==> src/hw/rtl/triclinic_periodic_wrap_2d_assert.svh <==
// Assertion shorthands used by the wrap module.
// Every macro samples on clk and is disabled while rst is high.
`ifndef TRICLINIC_PERIODIC_WRAP_2D_ASSERT_SVH
`define TRICLINIC_PERIODIC_WRAP_2D_ASSERT_SVH

// Property holds at every edge.
`define TPW_ASSERT_ALWAYS(lbl, prop, msg) \
  lbl: assert property (@(posedge clk) disable iff (rst) (prop)) else $error(msg);

// Consequent holds in the same cycle as the antecedent.
`define TPW_ASSERT_IMPLY(lbl, ante, cons, msg) \
  lbl: assert property (@(posedge clk) disable iff (rst) (ante) |-> (cons)) \
    else $error(msg);

// Consequent holds in the cycle after the antecedent.
`define TPW_ASSERT_NEXT(lbl, ante, cons, msg) \
  lbl: assert property (@(posedge clk) disable iff (rst) (ante) |=> (cons)) \
    else $error(msg);

`endif

==> src/hw/rtl/tpw_pkg.sv <==
package tpw_pkg;

  // Configuration register indexes
  localparam int unsigned CFG_IDX_W = 3;
  localparam logic [CFG_IDX_W-1:0] CFG_X_LOW  = 3'd0;
  localparam logic [CFG_IDX_W-1:0] CFG_X_HIGH = 3'd1;
  localparam logic [CFG_IDX_W-1:0] CFG_Y_LOW  = 3'd2;
  localparam logic [CFG_IDX_W-1:0] CFG_Y_HIGH = 3'd3;
  localparam logic [CFG_IDX_W-1:0] CFG_TILT   = 3'd4;

  // Status codes
  localparam logic [1:0] ST_OK    = 2'd0;
  localparam logic [1:0] ST_LIMIT = 2'd1;
  localparam logic [1:0] ST_DEGEN = 2'd2;

  // Divider: width of the step counter over the 32 quotient bits per item
  localparam int unsigned DIV_CNT_W = 5;

  // Sequencer program addresses
  localparam int unsigned PC_W = 4;
  localparam logic [PC_W-1:0] S_IDLE  = 4'd0;
  localparam logic [PC_W-1:0] S_CHECK = 4'd1;
  localparam logic [PC_W-1:0] S_YDN   = 4'd2;
  localparam logic [PC_W-1:0] S_YUP   = 4'd3;
  localparam logic [PC_W-1:0] S_REL   = 4'd4;
  localparam logic [PC_W-1:0] S_MUL   = 4'd5;
  localparam logic [PC_W-1:0] S_DIVI  = 4'd6;
  localparam logic [PC_W-1:0] S_DIV   = 4'd7;
  localparam logic [PC_W-1:0] S_BND   = 4'd8;
  localparam logic [PC_W-1:0] S_XDN   = 4'd9;
  localparam logic [PC_W-1:0] S_XUP   = 4'd10;
  localparam logic [PC_W-1:0] S_EMIT  = 4'd11;
  localparam logic [PC_W-1:0] S_DONE  = 4'd12;

  // Datapath operations
  typedef enum logic [3:0] {
    OP_NOP,
    OP_LOAD,
    OP_YDN,
    OP_YUP,
    OP_REL,
    OP_MUL,
    OP_DIVINIT,
    OP_DIVSTEP,
    OP_BOUND,
    OP_XDN,
    OP_XUP,
    OP_EMIT
  } op_t;

  // Jump conditions
  typedef enum logic [2:0] {
    C_NEVER,
    C_ALWAYS,
    C_NO_ITEM,
    C_DEGEN,
    C_AGAIN,
    C_DIV_MORE,
    C_OUT_BUSY
  } cond_t;

  // One control word
  typedef struct packed {
    op_t             op;
    cond_t           cond;
    logic [PC_W-1:0] target;
  } ctrl_t;

  // Microcode ROM: if cond holds, jump to target, else fall through
  function automatic ctrl_t ucode(input logic [PC_W-1:0] step);
    ctrl_t w;
    case (step)
      S_IDLE:  w = '{op: OP_LOAD,    cond: C_NO_ITEM,  target: S_IDLE};
      S_CHECK: w = '{op: OP_NOP,     cond: C_DEGEN,    target: S_EMIT};
      S_YDN:   w = '{op: OP_YDN,     cond: C_AGAIN,    target: S_YDN};
      S_YUP:   w = '{op: OP_YUP,     cond: C_AGAIN,    target: S_YUP};
      S_REL:   w = '{op: OP_REL,     cond: C_NEVER,    target: S_IDLE};
      S_MUL:   w = '{op: OP_MUL,     cond: C_NEVER,    target: S_IDLE};
      S_DIVI:  w = '{op: OP_DIVINIT, cond: C_NEVER,    target: S_IDLE};
      S_DIV:   w = '{op: OP_DIVSTEP, cond: C_DIV_MORE, target: S_DIV};
      S_BND:   w = '{op: OP_BOUND,   cond: C_NEVER,    target: S_IDLE};
      S_XDN:   w = '{op: OP_XDN,     cond: C_AGAIN,    target: S_XDN};
      S_XUP:   w = '{op: OP_XUP,     cond: C_AGAIN,    target: S_XUP};
      S_EMIT:  w = '{op: OP_EMIT,    cond: C_OUT_BUSY, target: S_EMIT};
      S_DONE:  w = '{op: OP_NOP,     cond: C_ALWAYS,   target: S_IDLE};
      default: w = '{op: OP_NOP,     cond: C_ALWAYS,   target: S_IDLE};
    endcase
    return w;
  endfunction

endpackage

==> src/hw/rtl/tpw_if.sv <==
// Input point channel
interface tpw_point_if;
  logic               valid;
  logic               ready;
  logic signed [31:0] point_x;
  logic signed [31:0] point_y;
  modport source (output valid, point_x, point_y, input ready);
  modport sink   (input valid, point_x, point_y, output ready);
endinterface

// Result channel
interface tpw_result_if;
  logic               valid;
  logic               ready;
  logic signed [31:0] wrapped_x;
  logic signed [31:0] wrapped_y;
  logic [1:0]         status;
  modport source (output valid, wrapped_x, wrapped_y, status, input ready);
  modport sink   (input valid, wrapped_x, wrapped_y, status, output ready);
endinterface

// Configuration write channel
interface tpw_cfg_if;
  logic                            valid;
  logic                            ready;
  logic [tpw_pkg::CFG_IDX_W-1:0]   index;
  logic [31:0]                     data;
  modport source (output valid, index, data, input ready);
  modport sink   (input valid, index, data, output ready);
endinterface

==> src/hw/rtl/triclinic_periodic_wrap_2d.sv <==
// Wraps one signed Q16.16 point into a sheared periodic box, one item at a time.
// A small microcode program steps a shared datapath: the y wraps, a 32x32
// multiply, a radix-2 restoring divide for the tilt offset at the wrapped
// height, then the x wraps. A new point is taken only in the idle step,
// after the previous one has left the emit step. A degenerate box goes
// straight from its check step to the emit step. The result sits in an
// output register, and the next point is accepted while it waits; a result
// that is still waiting when the next one is ready holds the sequencer in
// its emit step. Wraps are capped at MAX_WRAPS per item (status 1); a box
// with zero or negative height or width passes the point through (status 2).
// Configuration writes are taken whenever out of reset and must only arrive
// while idle.
`include "triclinic_periodic_wrap_2d_assert.svh"

module triclinic_periodic_wrap_2d #(
  parameter int unsigned MAX_WRAPS = 64
) (
  input logic          clk,
  input logic          rst,
  tpw_cfg_if.sink      cfg,
  tpw_point_if.sink    point,
  tpw_result_if.source result
);

  localparam int unsigned CNT_W = $clog2(MAX_WRAPS + 1);
  localparam int unsigned ACC_W = 35 + $clog2(MAX_WRAPS + 1);
  localparam int unsigned EXT   = ACC_W - 32;

  localparam logic signed [ACC_W-1:0] SAT_HI = {{EXT{1'b0}}, 32'h7fff_ffff};
  localparam logic signed [ACC_W-1:0] SAT_LO = {{EXT{1'b1}}, 32'h8000_0000};

  // Configuration registers
  logic signed [31:0] x_low, x_high, y_low, y_high, tilt;

  // Sequencer
  logic [tpw_pkg::PC_W-1:0] pc, pc_next;
  tpw_pkg::ctrl_t           ctrl;
  logic                     take;

  // Datapath state
  logic signed [ACC_W-1:0]       x_acc, y_acc;
  logic signed [32:0]            h_len, w_len;
  logic                          degen, hit;
  logic [CNT_W-1:0]              count;
  logic [31:0]                   rel, mag;
  logic                          neg;
  logic [63:0]                   prod;
  logic [31:0]                   rem, quo;
  logic [tpw_pkg::DIV_CNT_W-1:0] div_cnt;
  logic signed [33:0]            left_b, right_b;

  // Combinational helpers
  logic                    accept, out_busy, need, cap, go;
  logic signed [32:0]      h_cfg, w_cfg;
  logic signed [ACC_W-1:0] yhi_ext, ylo_ext, tilt_ext, h_ext, w_ext, left_ext, right_ext;
  logic signed [ACC_W-1:0] rel_diff;
  logic [31:0]             rel_next, tilt_mag;
  logic [32:0]             trial, trial_diff;
  logic                    ge;
  logic signed [32:0]      dx;
  logic signed [31:0]      sat_x, sat_y;

  assign cfg.ready   = !rst;
  assign point.ready = (pc == tpw_pkg::S_IDLE) && !rst;
  assign accept      = point.valid && point.ready;
  assign out_busy    = result.valid && !result.ready;

  // Configuration writes
  always_ff @(posedge clk) begin
    if (rst) begin
      x_low  <= 32'sd0;
      x_high <= 32'sd65536;
      y_low  <= 32'sd0;
      y_high <= 32'sd65536;
      tilt   <= 32'sd0;
    end else if (cfg.valid) begin
      case (cfg.index)
        tpw_pkg::CFG_X_LOW:  x_low  <= cfg.data;
        tpw_pkg::CFG_X_HIGH: x_high <= cfg.data;
        tpw_pkg::CFG_Y_LOW:  y_low  <= cfg.data;
        tpw_pkg::CFG_Y_HIGH: y_high <= cfg.data;
        tpw_pkg::CFG_TILT:   tilt   <= cfg.data;
        default: ;
      endcase
    end
  end

  // Box sizes and sign extensions to the accumulator width
  assign h_cfg     = {y_high[31], y_high} - {y_low[31], y_low};
  assign w_cfg     = {x_high[31], x_high} - {x_low[31], x_low};
  assign yhi_ext   = {{EXT{y_high[31]}}, y_high};
  assign ylo_ext   = {{EXT{y_low[31]}}, y_low};
  assign tilt_ext  = {{EXT{tilt[31]}}, tilt};
  assign h_ext     = {{(ACC_W-33){h_len[32]}}, h_len};
  assign w_ext     = {{(ACC_W-33){w_len[32]}}, w_len};
  assign left_ext  = {{(ACC_W-34){left_b[33]}}, left_b};
  assign right_ext = {{(ACC_W-34){right_b[33]}}, right_b};

  // Wrap test for the current loop step
  always_comb begin
    case (ctrl.op)
      tpw_pkg::OP_YDN: need = (y_acc > yhi_ext);
      tpw_pkg::OP_YUP: need = (y_acc < ylo_ext);
      tpw_pkg::OP_XDN: need = (x_acc > right_ext);
      tpw_pkg::OP_XUP: need = (x_acc < left_ext);
      default:         need = 1'b0;
    endcase
  end
  assign cap = (count >= CNT_W'(MAX_WRAPS));
  assign go  = !hit && need && !cap;

  // Clamped height above the lower bound
  assign rel_diff = y_acc - ylo_ext;
  always_comb begin
    if (rel_diff < 0) begin
      rel_next = 32'd0;
    end else if (rel_diff > h_ext) begin
      rel_next = h_len[31:0];
    end else begin
      rel_next = rel_diff[31:0];
    end
  end
  assign tilt_mag = tilt[31] ? (~tilt + 32'd1) : tilt;

  // Restoring divide step
  assign trial      = {rem, quo[31]};
  assign trial_diff = trial - {1'b0, h_len[31:0]};
  assign ge         = (trial >= {1'b0, h_len[31:0]});

  assign dx = neg ? -$signed({1'b0, quo}) : $signed({1'b0, quo});

  // Output saturation
  assign sat_x = (x_acc > SAT_HI) ? SAT_HI[31:0] : (x_acc < SAT_LO) ? SAT_LO[31:0] : x_acc[31:0];
  assign sat_y = (y_acc > SAT_HI) ? SAT_HI[31:0] : (y_acc < SAT_LO) ? SAT_LO[31:0] : y_acc[31:0];

  // Control word and next step
  assign ctrl = tpw_pkg::ucode(pc);
  always_comb begin
    case (ctrl.cond)
      tpw_pkg::C_NEVER:    take = 1'b0;
      tpw_pkg::C_ALWAYS:   take = 1'b1;
      tpw_pkg::C_NO_ITEM:  take = !accept;
      tpw_pkg::C_DEGEN:    take = degen;
      tpw_pkg::C_AGAIN:    take = go;
      tpw_pkg::C_DIV_MORE: take = (div_cnt != {tpw_pkg::DIV_CNT_W{1'b1}});
      tpw_pkg::C_OUT_BUSY: take = out_busy;
      default:             take = 1'b0;
    endcase
    pc_next = take ? ctrl.target : pc + 1'b1;
  end

  // Control state
  always_ff @(posedge clk) begin
    if (rst) begin
      pc           <= tpw_pkg::S_IDLE;
      count        <= '0;
      hit          <= 1'b0;
      degen        <= 1'b0;
      div_cnt      <= '0;
      result.valid <= 1'b0;
    end else begin
      pc <= pc_next;
      // new result replaces the one leaving in the same cycle
      if (ctrl.op == tpw_pkg::OP_EMIT && !out_busy) begin
        result.valid <= 1'b1;
      end else if (result.valid && result.ready) begin
        result.valid <= 1'b0;
      end
      case (ctrl.op)
        tpw_pkg::OP_LOAD: begin
          if (accept) begin
            count <= '0;
            hit   <= 1'b0;
            degen <= (h_cfg <= 0) || (w_cfg <= 0);
          end
        end
        tpw_pkg::OP_YDN, tpw_pkg::OP_YUP, tpw_pkg::OP_XDN, tpw_pkg::OP_XUP: begin
          if (!hit && need) begin
            if (cap) begin
              hit <= 1'b1;
            end else begin
              count <= count + 1'b1;
            end
          end
        end
        tpw_pkg::OP_DIVINIT: div_cnt <= '0;
        tpw_pkg::OP_DIVSTEP: div_cnt <= div_cnt + 1'b1;
        default: ;
      endcase
    end
  end

  // Datapath
  always_ff @(posedge clk) begin
    case (ctrl.op)
      tpw_pkg::OP_LOAD: begin
        if (accept) begin
          x_acc <= {{EXT{point.point_x[31]}}, point.point_x};
          y_acc <= {{EXT{point.point_y[31]}}, point.point_y};
          h_len <= h_cfg;
          w_len <= w_cfg;
        end
      end
      tpw_pkg::OP_YDN: begin
        if (go) begin
          x_acc <= x_acc - tilt_ext;
          y_acc <= y_acc - h_ext;
        end
      end
      tpw_pkg::OP_YUP: begin
        if (go) begin
          x_acc <= x_acc + tilt_ext;
          y_acc <= y_acc + h_ext;
        end
      end
      tpw_pkg::OP_REL: begin
        rel <= rel_next;
        mag <= tilt_mag;
        neg <= tilt[31];
      end
      tpw_pkg::OP_MUL: prod <= 64'(rel) * 64'(mag);
      tpw_pkg::OP_DIVINIT: begin
        rem <= prod[63:32];
        quo <= prod[31:0];
      end
      tpw_pkg::OP_DIVSTEP: begin
        rem <= ge ? trial_diff[31:0] : trial[31:0];
        quo <= {quo[30:0], ge};
      end
      tpw_pkg::OP_BOUND: begin
        left_b  <= {{2{x_low[31]}}, x_low} + {dx[32], dx};
        right_b <= {{2{x_high[31]}}, x_high} + {dx[32], dx};
      end
      tpw_pkg::OP_XDN: begin
        if (go) begin
          x_acc <= x_acc - w_ext;
        end
      end
      tpw_pkg::OP_XUP: begin
        if (go) begin
          x_acc <= x_acc + w_ext;
        end
      end
      tpw_pkg::OP_EMIT: begin
        if (!out_busy) begin
          result.wrapped_x <= sat_x;
          result.wrapped_y <= sat_y;
          result.status    <= degen ? tpw_pkg::ST_DEGEN :
                              hit   ? tpw_pkg::ST_LIMIT : tpw_pkg::ST_OK;
        end
      end
      default: ;
    endcase
  end

  // Checks
  `TPW_ASSERT_ALWAYS(a_count_cap, count <= CNT_W'(MAX_WRAPS), "wrap count passed cap")
  `TPW_ASSERT_IMPLY(a_degen_no_wrap, degen && pc != tpw_pkg::S_IDLE, !hit && count == '0, "degenerate box wrapped")
  `TPW_ASSERT_IMPLY(a_result_src, $rose(result.valid), $past(pc) == tpw_pkg::S_EMIT, "result raised outside emit step")
  `TPW_ASSERT_IMPLY(a_div_done, pc == tpw_pkg::S_BND, div_cnt == '0, "bounds formed before divide finished")
  `TPW_ASSERT_NEXT(a_hit_freeze, hit && !accept, $stable(y_acc), "y moved after wrap limit")

endmodule
==> src/flat_wrapper.sv <==
// flat-port wrapper written by rule: the top's interface ports become plain ports
module triclinic_periodic_wrap_2d_flat 
#(
  parameter int unsigned MAX_WRAPS = 64
)
  (clk, rst, cfg_valid, cfg_index, cfg_data, cfg_ready, point_valid, point_point_x, point_point_y, point_ready, result_valid, result_wrapped_x, result_wrapped_y, result_status, result_ready);
  tpw_cfg_if cfg_i ();
  tpw_point_if point_i ();
  tpw_result_if result_i ();
  input logic clk;
  input logic rst;
  input wire logic [$bits(cfg_i.valid)-1:0] cfg_valid;
  input wire logic [$bits(cfg_i.index)-1:0] cfg_index;
  input wire logic [$bits(cfg_i.data)-1:0] cfg_data;
  output wire logic [$bits(cfg_i.ready)-1:0] cfg_ready;
  input wire logic [$bits(point_i.valid)-1:0] point_valid;
  input wire logic [$bits(point_i.point_x)-1:0] point_point_x;
  input wire logic [$bits(point_i.point_y)-1:0] point_point_y;
  output wire logic [$bits(point_i.ready)-1:0] point_ready;
  output wire logic [$bits(result_i.valid)-1:0] result_valid;
  output wire logic [$bits(result_i.wrapped_x)-1:0] result_wrapped_x;
  output wire logic [$bits(result_i.wrapped_y)-1:0] result_wrapped_y;
  output wire logic [$bits(result_i.status)-1:0] result_status;
  input wire logic [$bits(result_i.ready)-1:0] result_ready;
  assign cfg_i.valid = cfg_valid;
  assign cfg_i.index = cfg_index;
  assign cfg_i.data = cfg_data;
  assign cfg_ready = cfg_i.ready;
  assign point_i.valid = point_valid;
  assign point_i.point_x = point_point_x;
  assign point_i.point_y = point_point_y;
  assign point_ready = point_i.ready;
  assign result_valid = result_i.valid;
  assign result_wrapped_x = result_i.wrapped_x;
  assign result_wrapped_y = result_i.wrapped_y;
  assign result_status = result_i.status;
  assign result_i.ready = result_ready;
  triclinic_periodic_wrap_2d #(.MAX_WRAPS(MAX_WRAPS)) u_core (.clk(clk), .rst(rst), .cfg(cfg_i), .point(point_i), .result(result_i));
endmodule
==> config.mk <==
export PLATFORM = sky130hd
export DESIGN_NAME = triclinic_periodic_wrap_2d_flat
export DESIGN_NICKNAME = d
export VERILOG_FILES = /design/src/hw/rtl/tpw_pkg.sv /design/src/hw/rtl/tpw_if.sv /design/src/hw/rtl/triclinic_periodic_wrap_2d.sv /design/src/flat_wrapper.sv
export VERILOG_INCLUDE_DIRS = /design/src /design/src/hw/rtl
export SDC_FILE = /design/constraint.sdc
export NUM_CORES = 2
export LEC_CHECK = 0
export BUFFER_PORTS_ARGS = -buffer_cell sky130_fd_sc_hd__buf_2
export CAP_MARGIN = 10
export CORE_MARGIN = 4
export CORE_UTILIZATION = 33
export CTS_CLUSTER_DIAMETER = 30
export DETAILED_ROUTE_END_ITERATION = 7
export PLACE_DENSITY = 0.49
export SYNTH_ARGS = -nofsm -noshare
export SYNTH_HDL_FRONTEND = slang
export SYNTH_SLANG_ARGS = --single-unit
==> constraint.sdc <==
create_clock -name clk -period 7.9 [get_ports clk]
set_input_delay 1.58 -clock clk [delete_from_list [all_inputs] [get_ports clk]]
set_output_delay 1.58 -clock clk [all_outputs]
set_load 0.005 [all_outputs]
---- Word-level counts from Yosys, hierarchy flattened ----
Memories as Yosys holds them, arrays and structs flattened. A register that Yosys moved wholly into a read port is not among the register bits.
Cells that the tools add are included.
storage, ports and cells
  RAM bits ................................ 0
  memories kept ........................... 1
  ROM bits ................................ 176
  output and inout port bits .............. 69
  latch bits .............................. 0
  flip-flop bits (word level) ............. 656
memory list
  memory            words  width  read ports  clocked after memory_dff  wr ports  RTL line       text
  (name not given)  16     11     1           1                         0         tpw_pkg.sv:72  case (step)
cells by class
  $mul .................................... 1
  muxes and demuxes ....................... 34
  bitwise gates (word level) .............. 2
  divide/modulo/power cells ............... 0
  shift operators ......................... 0
  add/subtract/negate cells ............... 17
  equality and inequality tests ........... 30
  reduce and logical (&&, ||, !) cells .... 33
  $lt $le $gt $ge ......................... 14
operator list
  cell                                                                            count
  42-bit 2-to-1 mux                                                               8
  42-bit case mux with 5 select lines                                             1
  32-bit 2-to-1 mux                                                               4
  32-bit case mux with 2 select lines                                             2
  42-bit case mux with 3 select lines                                             1
  42-bit by 33-bit adder with 42-bit output                                       2
  42-bit by 32-bit > comparator with 1-bit output, second input constant          2
  42-bit by 32-bit less-than comparator with 1-bit output, second input constant  2
  42-bit by 32-bit subtractor with 42-bit output                                  2
  42-bit by 33-bit subtractor with 42-bit output                                  2
  32-bit by 33-bit adder with 34-bit output                                       2
  33-bit by 1-bit <= comparator with 1-bit output, second input constant          2
  32-bit by 32-bit subtractor with 33-bit output                                  2
  32-bit by 32-bit multiplier with 64-bit output                                  1
  42-bit by 32-bit adder with 42-bit output                                       1
  42-bit by 32-bit > comparator with 1-bit output                                 1
  42-bit by 33-bit > comparator with 1-bit output                                 1
  42-bit by 34-bit > comparator with 1-bit output                                 1
  42-bit by 1-bit less-than comparator with 1-bit output, second input constant   1
  42-bit by 32-bit less-than comparator with 1-bit output                         1
  42-bit by 34-bit less-than comparator with 1-bit output                         1
  33-bit by 32-bit >= comparator with 1-bit output                                1
  33-bit 2-to-1 mux                                                               1
  32-bit negator with 33-bit output                                               1
  other kinds (39)                                                                88

---- Longest topological paths before layout ----
  depth after elaboration ................. 7
  gate-level depth with buffers ........... 30
  mapped depth without buffers ............ 28

---- Worst setup path after synthesis ----
No wires, ideal clock.
  path type ............................... flip-flop to flip-flop
  start ................................... register u_core.rel[16]
  end ..................................... register u_core.prod[63] (data pin)
  data arrival time ....................... 7583 ps
  required time ........................... 7634 ps
  period minus slack after synthesis ...... 7849 ps
  slack ................................... 51 ps
  stages on the path, launching flop included .. 28
  path through ............................ edfxtp_1 -> clkbuf_1 -> and2_1 -> fa_1 -> inv_1 -> fa_1 -> fa_1 -> fa_1 -> inv_1 -> fa_1 -> inv_1 -> fa_1 -> inv_1 -> fa_1 -> fa_1 -> ha_1 -> and3_1 -> a41o_1 -> o31ai_1 -> a21oi_1 -> o211ai_1 -> o21ai_0 -> a41oi_1 -> o21ai_0 -> a21oi_1 -> o41ai_1 -> and4_1 -> nor3_1
between the ends
  longest elaborated chain between the ends .. 1
RTL lines
  what                                            RTL line                           text
  from (decl)                                     triclinic_periodic_wrap_2d.sv:45   logic [31:0] rel, mag;
  from (signal assigned)                          triclinic_periodic_wrap_2d.sv:217  rel <= rel_next;
  32-bit by 32-bit multiplier with 64-bit output  triclinic_periodic_wrap_2d.sv:221  tpw_pkg::OP_MUL: prod <= 64'(rel) * 64'(mag);
  to (signal assigned)                            triclinic_periodic_wrap_2d.sv:221
  to (decl)                                       triclinic_periodic_wrap_2d.sv:47   logic [63:0] prod;
Every way passes these cells.
A chain may end at the register's enable or synchronous reset.

---- Worst setup path in the final report ----
  start ................................... register u_core.mag[22]
  end ..................................... register u_core.prod[60] (data pin)
between the ends
  longest elaborated chain between the ends .. 1
RTL lines
  what                                            RTL line                           text
  from (decl)                                     triclinic_periodic_wrap_2d.sv:45
  from (signal assigned)                          triclinic_periodic_wrap_2d.sv:218  mag <= tilt_mag;
  32-bit by 32-bit multiplier with 64-bit output  triclinic_periodic_wrap_2d.sv:221
Every way passes these cells.

==> summary by stage <==
Global routing
The via count of the first global-routing pass is 64600. The largest net degree at the start of global routing is 102. For this run, global-route usage on met2 was measured as 33.3%.

For this run, global-route usage on met1 was measured as 29.1%. The global-route total usage across every layer is 20.6%. The total global routing overflow is 0. The initial antenna violation count is 32.

The first global-routing pass estimated 391000 µm of wire. For this run, global-route usage on met3 was measured as 3.13%. The routing layer with the top usage in global route is met2.

Die
The die is 496 µm tall. In this run the standard cell core region covers 0.236 mm². The I/O pin total is 173.

The die footprint is 0.246 mm². The starting utilization of the core area is 33.3%. The die outline width is 496 µm. The number of rows in the core area is 178.

Drt
The detailed router placed 62700 vias in this run. For this run, design rule violations remaining after detail routing come to 0. The count of nets left with antenna violations after detail routing is 0. Summed over all layers, the routed wires come to 253000 µm. The per-cell via count in the routed design is 5.04. The first detailed-routing pass ran for 6 iterations. In the final routed layout, each cell accounts on average for 20.3 µm. The initial detailed-routing violation count is 4132.

Yosys
The fraction of registers with async set or reset after synthesis is 0%. The synthesized design devotes to its leading area cell type 23.0% of total area. Synthesis instantiated 88 different standard cells from the library.

In this run the mean area of a mapped cell was 9.06 µm². The netlist area before placement is 0.0786 mm². The most instantiated flip-flop cell in the synthesis netlist is edfxtp_1. By area the synthesized netlist is led by fa_1 (23%), edfxtp_1 (18%), ha_1 (12%). The number of nets in the synthesized netlist is 10400. The number of warnings printed during yosys synthesis is 0. The number of enable flip-flop cells after synthesis is 477. After technology mapping, the gate count stands at 8669.

The biggest area contributor in the post-synthesis netlist is fa_1. The share of the Yosys chip area taken by registers is 23.1%. The number of flip-flops and latches in the synthesized netlist is 667.

Timing
The setup slack of the critical path after layout is -0.0457 ns. The number of hold violations in the final report is 0. The share of the cycle needed by the critical path after routing is 101%. The max-slew violation count was 0. The top achievable clock speed is 126 MHz. The minimum clock period after layout is 7.95 ns.

The actual slew at the worst max-slew pin is 1.16 ns. Setup repair after global routing could not meet its margin everywhere. Setup violations remaining at the end of the flow were counted as 5. On the final layout, the worst hold slack is 0.453 ns. Measured against its own limit, the worst slew margin works out to 22.3%.

The clock tree skew after final layout is 0.0583 ns.

Status
The checks that failed: negative setup slack. The run finished, with violations left.

Worst setup path
The arrival time reported for the critical path endpoint is 8.45 ns. The required time of the worst setup path is 8.41 ns. The startpoint type of the worst setup path is a flop. The most prevalent standard cell on the critical path is fa_1.

For this design, the slowest cell found on the critical path is fa_1. The biggest fanout along the worst timing path is 6. STA classifies the critical path endpoint as a flop.

The maximum single-stage delay on the critical path is 0.59 ns. The type of the worst setup path is flop to flop.

Layout
After the flow finishes, the layout carries non-filler instances totaling 12400. The proportion of layout cells with a drive suffix above 1 is 12.1%. The finished cells cover 0.0936 mm². The net count of the finished layout is 10900.

From synthesis to final layout, the design area changed by 19.2%.

Placed design
The placed cell area is 0.0858 mm². The wire-length estimate of the detail-placed layout is 207000 µm. The weighted congestion reported at the end of routability-driven placement is 0.921. Timing analysis after detailed placement gives a worst setup slack of -0.671 ns. Once placement completed, the tool counted placed cells totaling 12000.

The number of input and output port buffers inserted is 172.

Clock tree
In this run the deepest clock path goes through 3 buffers. TritonCTS built the clock tree. The number of clock buffers added by TritonCTS is 188. The clock insertion delay at the later pin of the skew report is 0.82 ns. The clock slew seen by the registers of the worst setup and hold paths is 0.04 ns. In this run the clock root is driven by a clkbuf_16. For this design, the sink count on the clock tree is 667. The number of levels the H-tree was split into is 4. The post-cts hold buffer count is 0.

Worst hold path
The kind of path behind the tightest hold check is flop to flop.

Flow run
The max-cap violation count is 0.
## through the flow
stage               utilization [%]  setup TNS, ns
floorplan                         -              0
global placement               36.3          -4.45
detailed placement             36.3          -4.60
CTS                            39.4         -0.565
global route                   39.6          -1.92
finish                         39.7         -0.147
## worst paths after layout
| path | start | end | slack [ns] | cells after the start |
|---|---|---|---|---|
| worst max-delay path | u_core.mag[22]$_DFFE_PN_ | u_core.prod[60]$_DFFE_PN_ | -0.05 | 28 |
| worst min-delay path | u_core.y_low[11]$_SDFFE_PP0P_ | u_core.y_low[11]$_SDFFE_PP0P_ | 0.45 | 2 |
| worst max register to register | u_core.mag[22]$_DFFE_PN_ | u_core.prod[60]$_DFFE_PN_ | -0.05 | 28 |
| worst min register to register | u_core.y_low[11]$_SDFFE_PP0P_ | u_core.y_low[11]$_SDFFE_PP0P_ | 0.45 | 2 |
## area by class of cell
type	instances	area, µm²
Clock inverter	120	1570
Sequential cell	667	18100
Inverter	1156	4340
Timing Repair Buffer	620	5010
Multi-Input combinational cell	6485	55600
Antenna cell	11	27.5
Clock buffer	233	4990
Tap cell	3150	3940
Fill cell	23700	142000
## cell usage in the layout, fill, tap and decap left out, types with 65 or more instances in the layout
| cell | synthesis | final |
|---|---|---|
| xnor2_1 | 272 | 268 |
| fa_1 | 904 | 869 |
| buf_2 | 3 | 172 |
| nand2_1 | 1205 | 1201 |
| xor2_1 | 117 | 116 |
| nand4_1 | 65 | 65 |
| and2_1 | 646 | 627 |
| nor2_1 | 343 | 337 |
| inv_1 | 1156 | 1136 |
| edfxtp_1 | 477 | 477 |
| ha_1 | 729 | 711 |
| a21oi_1 | 552 | 540 |
| nand3_1 | 75 | 75 |
| o21ai_0 | 384 | 371 |
| dfxtp_1 | 190 | 190 |
| buf_4 | 0 | 364 |
| a21o_1 | 225 | 225 |
| nor3_1 | 102 | 97 |
| clkbuf_16 | 0 | 190 |
| o21a_1 | 68 | 67 |
## synthesized netlist by cell type (all sizes together), types with 19 or more instances
| master | number |
|---|---|
| a211oi | 51 |
| and3 | 46 |
| and2 | 646 |
| a21o | 225 |
| nor2b | 63 |
| o21ai | 388 |
| inv | 1156 |
| a21boi | 19 |
| nor3 | 103 |
| nor2 | 343 |
| nand2 | 1205 |
| nand3 | 75 |
| ha | 729 |
| o21bai | 40 |
| edfxtp | 477 |
| nor4 | 37 |
| nand4 | 66 |
| fa | 904 |
| o31ai | 37 |
| nand2b | 62 |
| xnor2 | 272 |
| dfxtp | 190 |
| xor2 | 117 |
| a21oi | 554 |
| or3 | 43 |
| o211ai | 26 |
| clkbuf | 352 |
| o21a | 68 |
| mux2i | 39 |
| a31oi | 56 |
## critical path, delay by kind of cell, from the launching register on
kind	cells	cell delay, ns
flip-flops	1	0.56
XOR/XNOR	1	0.10
adder cells (fa/ha/maj)	9	4.29
AO/OA/AOI/OAI	9	1.67
buffers and inverters	6	0.56
AND/OR/NAND/NOR	3	0.49
## metal layers
| metal | wire length, µm | vias to the layer above |
|---|---|---|
| met4 | 5210 | 18 |
| met5 | 124 | - |
| met2 | 117000 | 1408 |
| met3 | 12500 | 312 |
| li1 | - | 29700 |
| met1 | 119000 | 31300 |
## what timing repair did
action / CTS / global route
setup buffers: 35 / 11
gates resized for setup: 117 / 87
cloned: 0 / 1
endpoints found under the setup margin: 18 / 18
pin swaps: 90 / 69
## registers in the layout (all words and copies together), names as in the netlist, 33 cells and up
register,flops
u_core.right_b,34
u_core.w_len,33
u_core.h_len,33
u_core.x_acc,42
u_core.y_acc,42
u_core.prod,64
u_core.left_b,34
## logic make-up (layout without fill, tap and decap cells)
group           Yosys count  after routing  share of synthesized area [%]
fa+ha+maj              1633           1633                           34.6
mux                      42             42                          0.540
flops                   667            667                           23.1
compound gates         1658           1658                           13.2
simple gates           2763           2763                           17.0
buf+inv                1517           2129                           7.26
other cells               0             11                              0
xor+xnor                389            389                           4.34
Power is not shown: default switching activity piles up to over one toggle a cycle in this logic, so the estimate is an artifact.
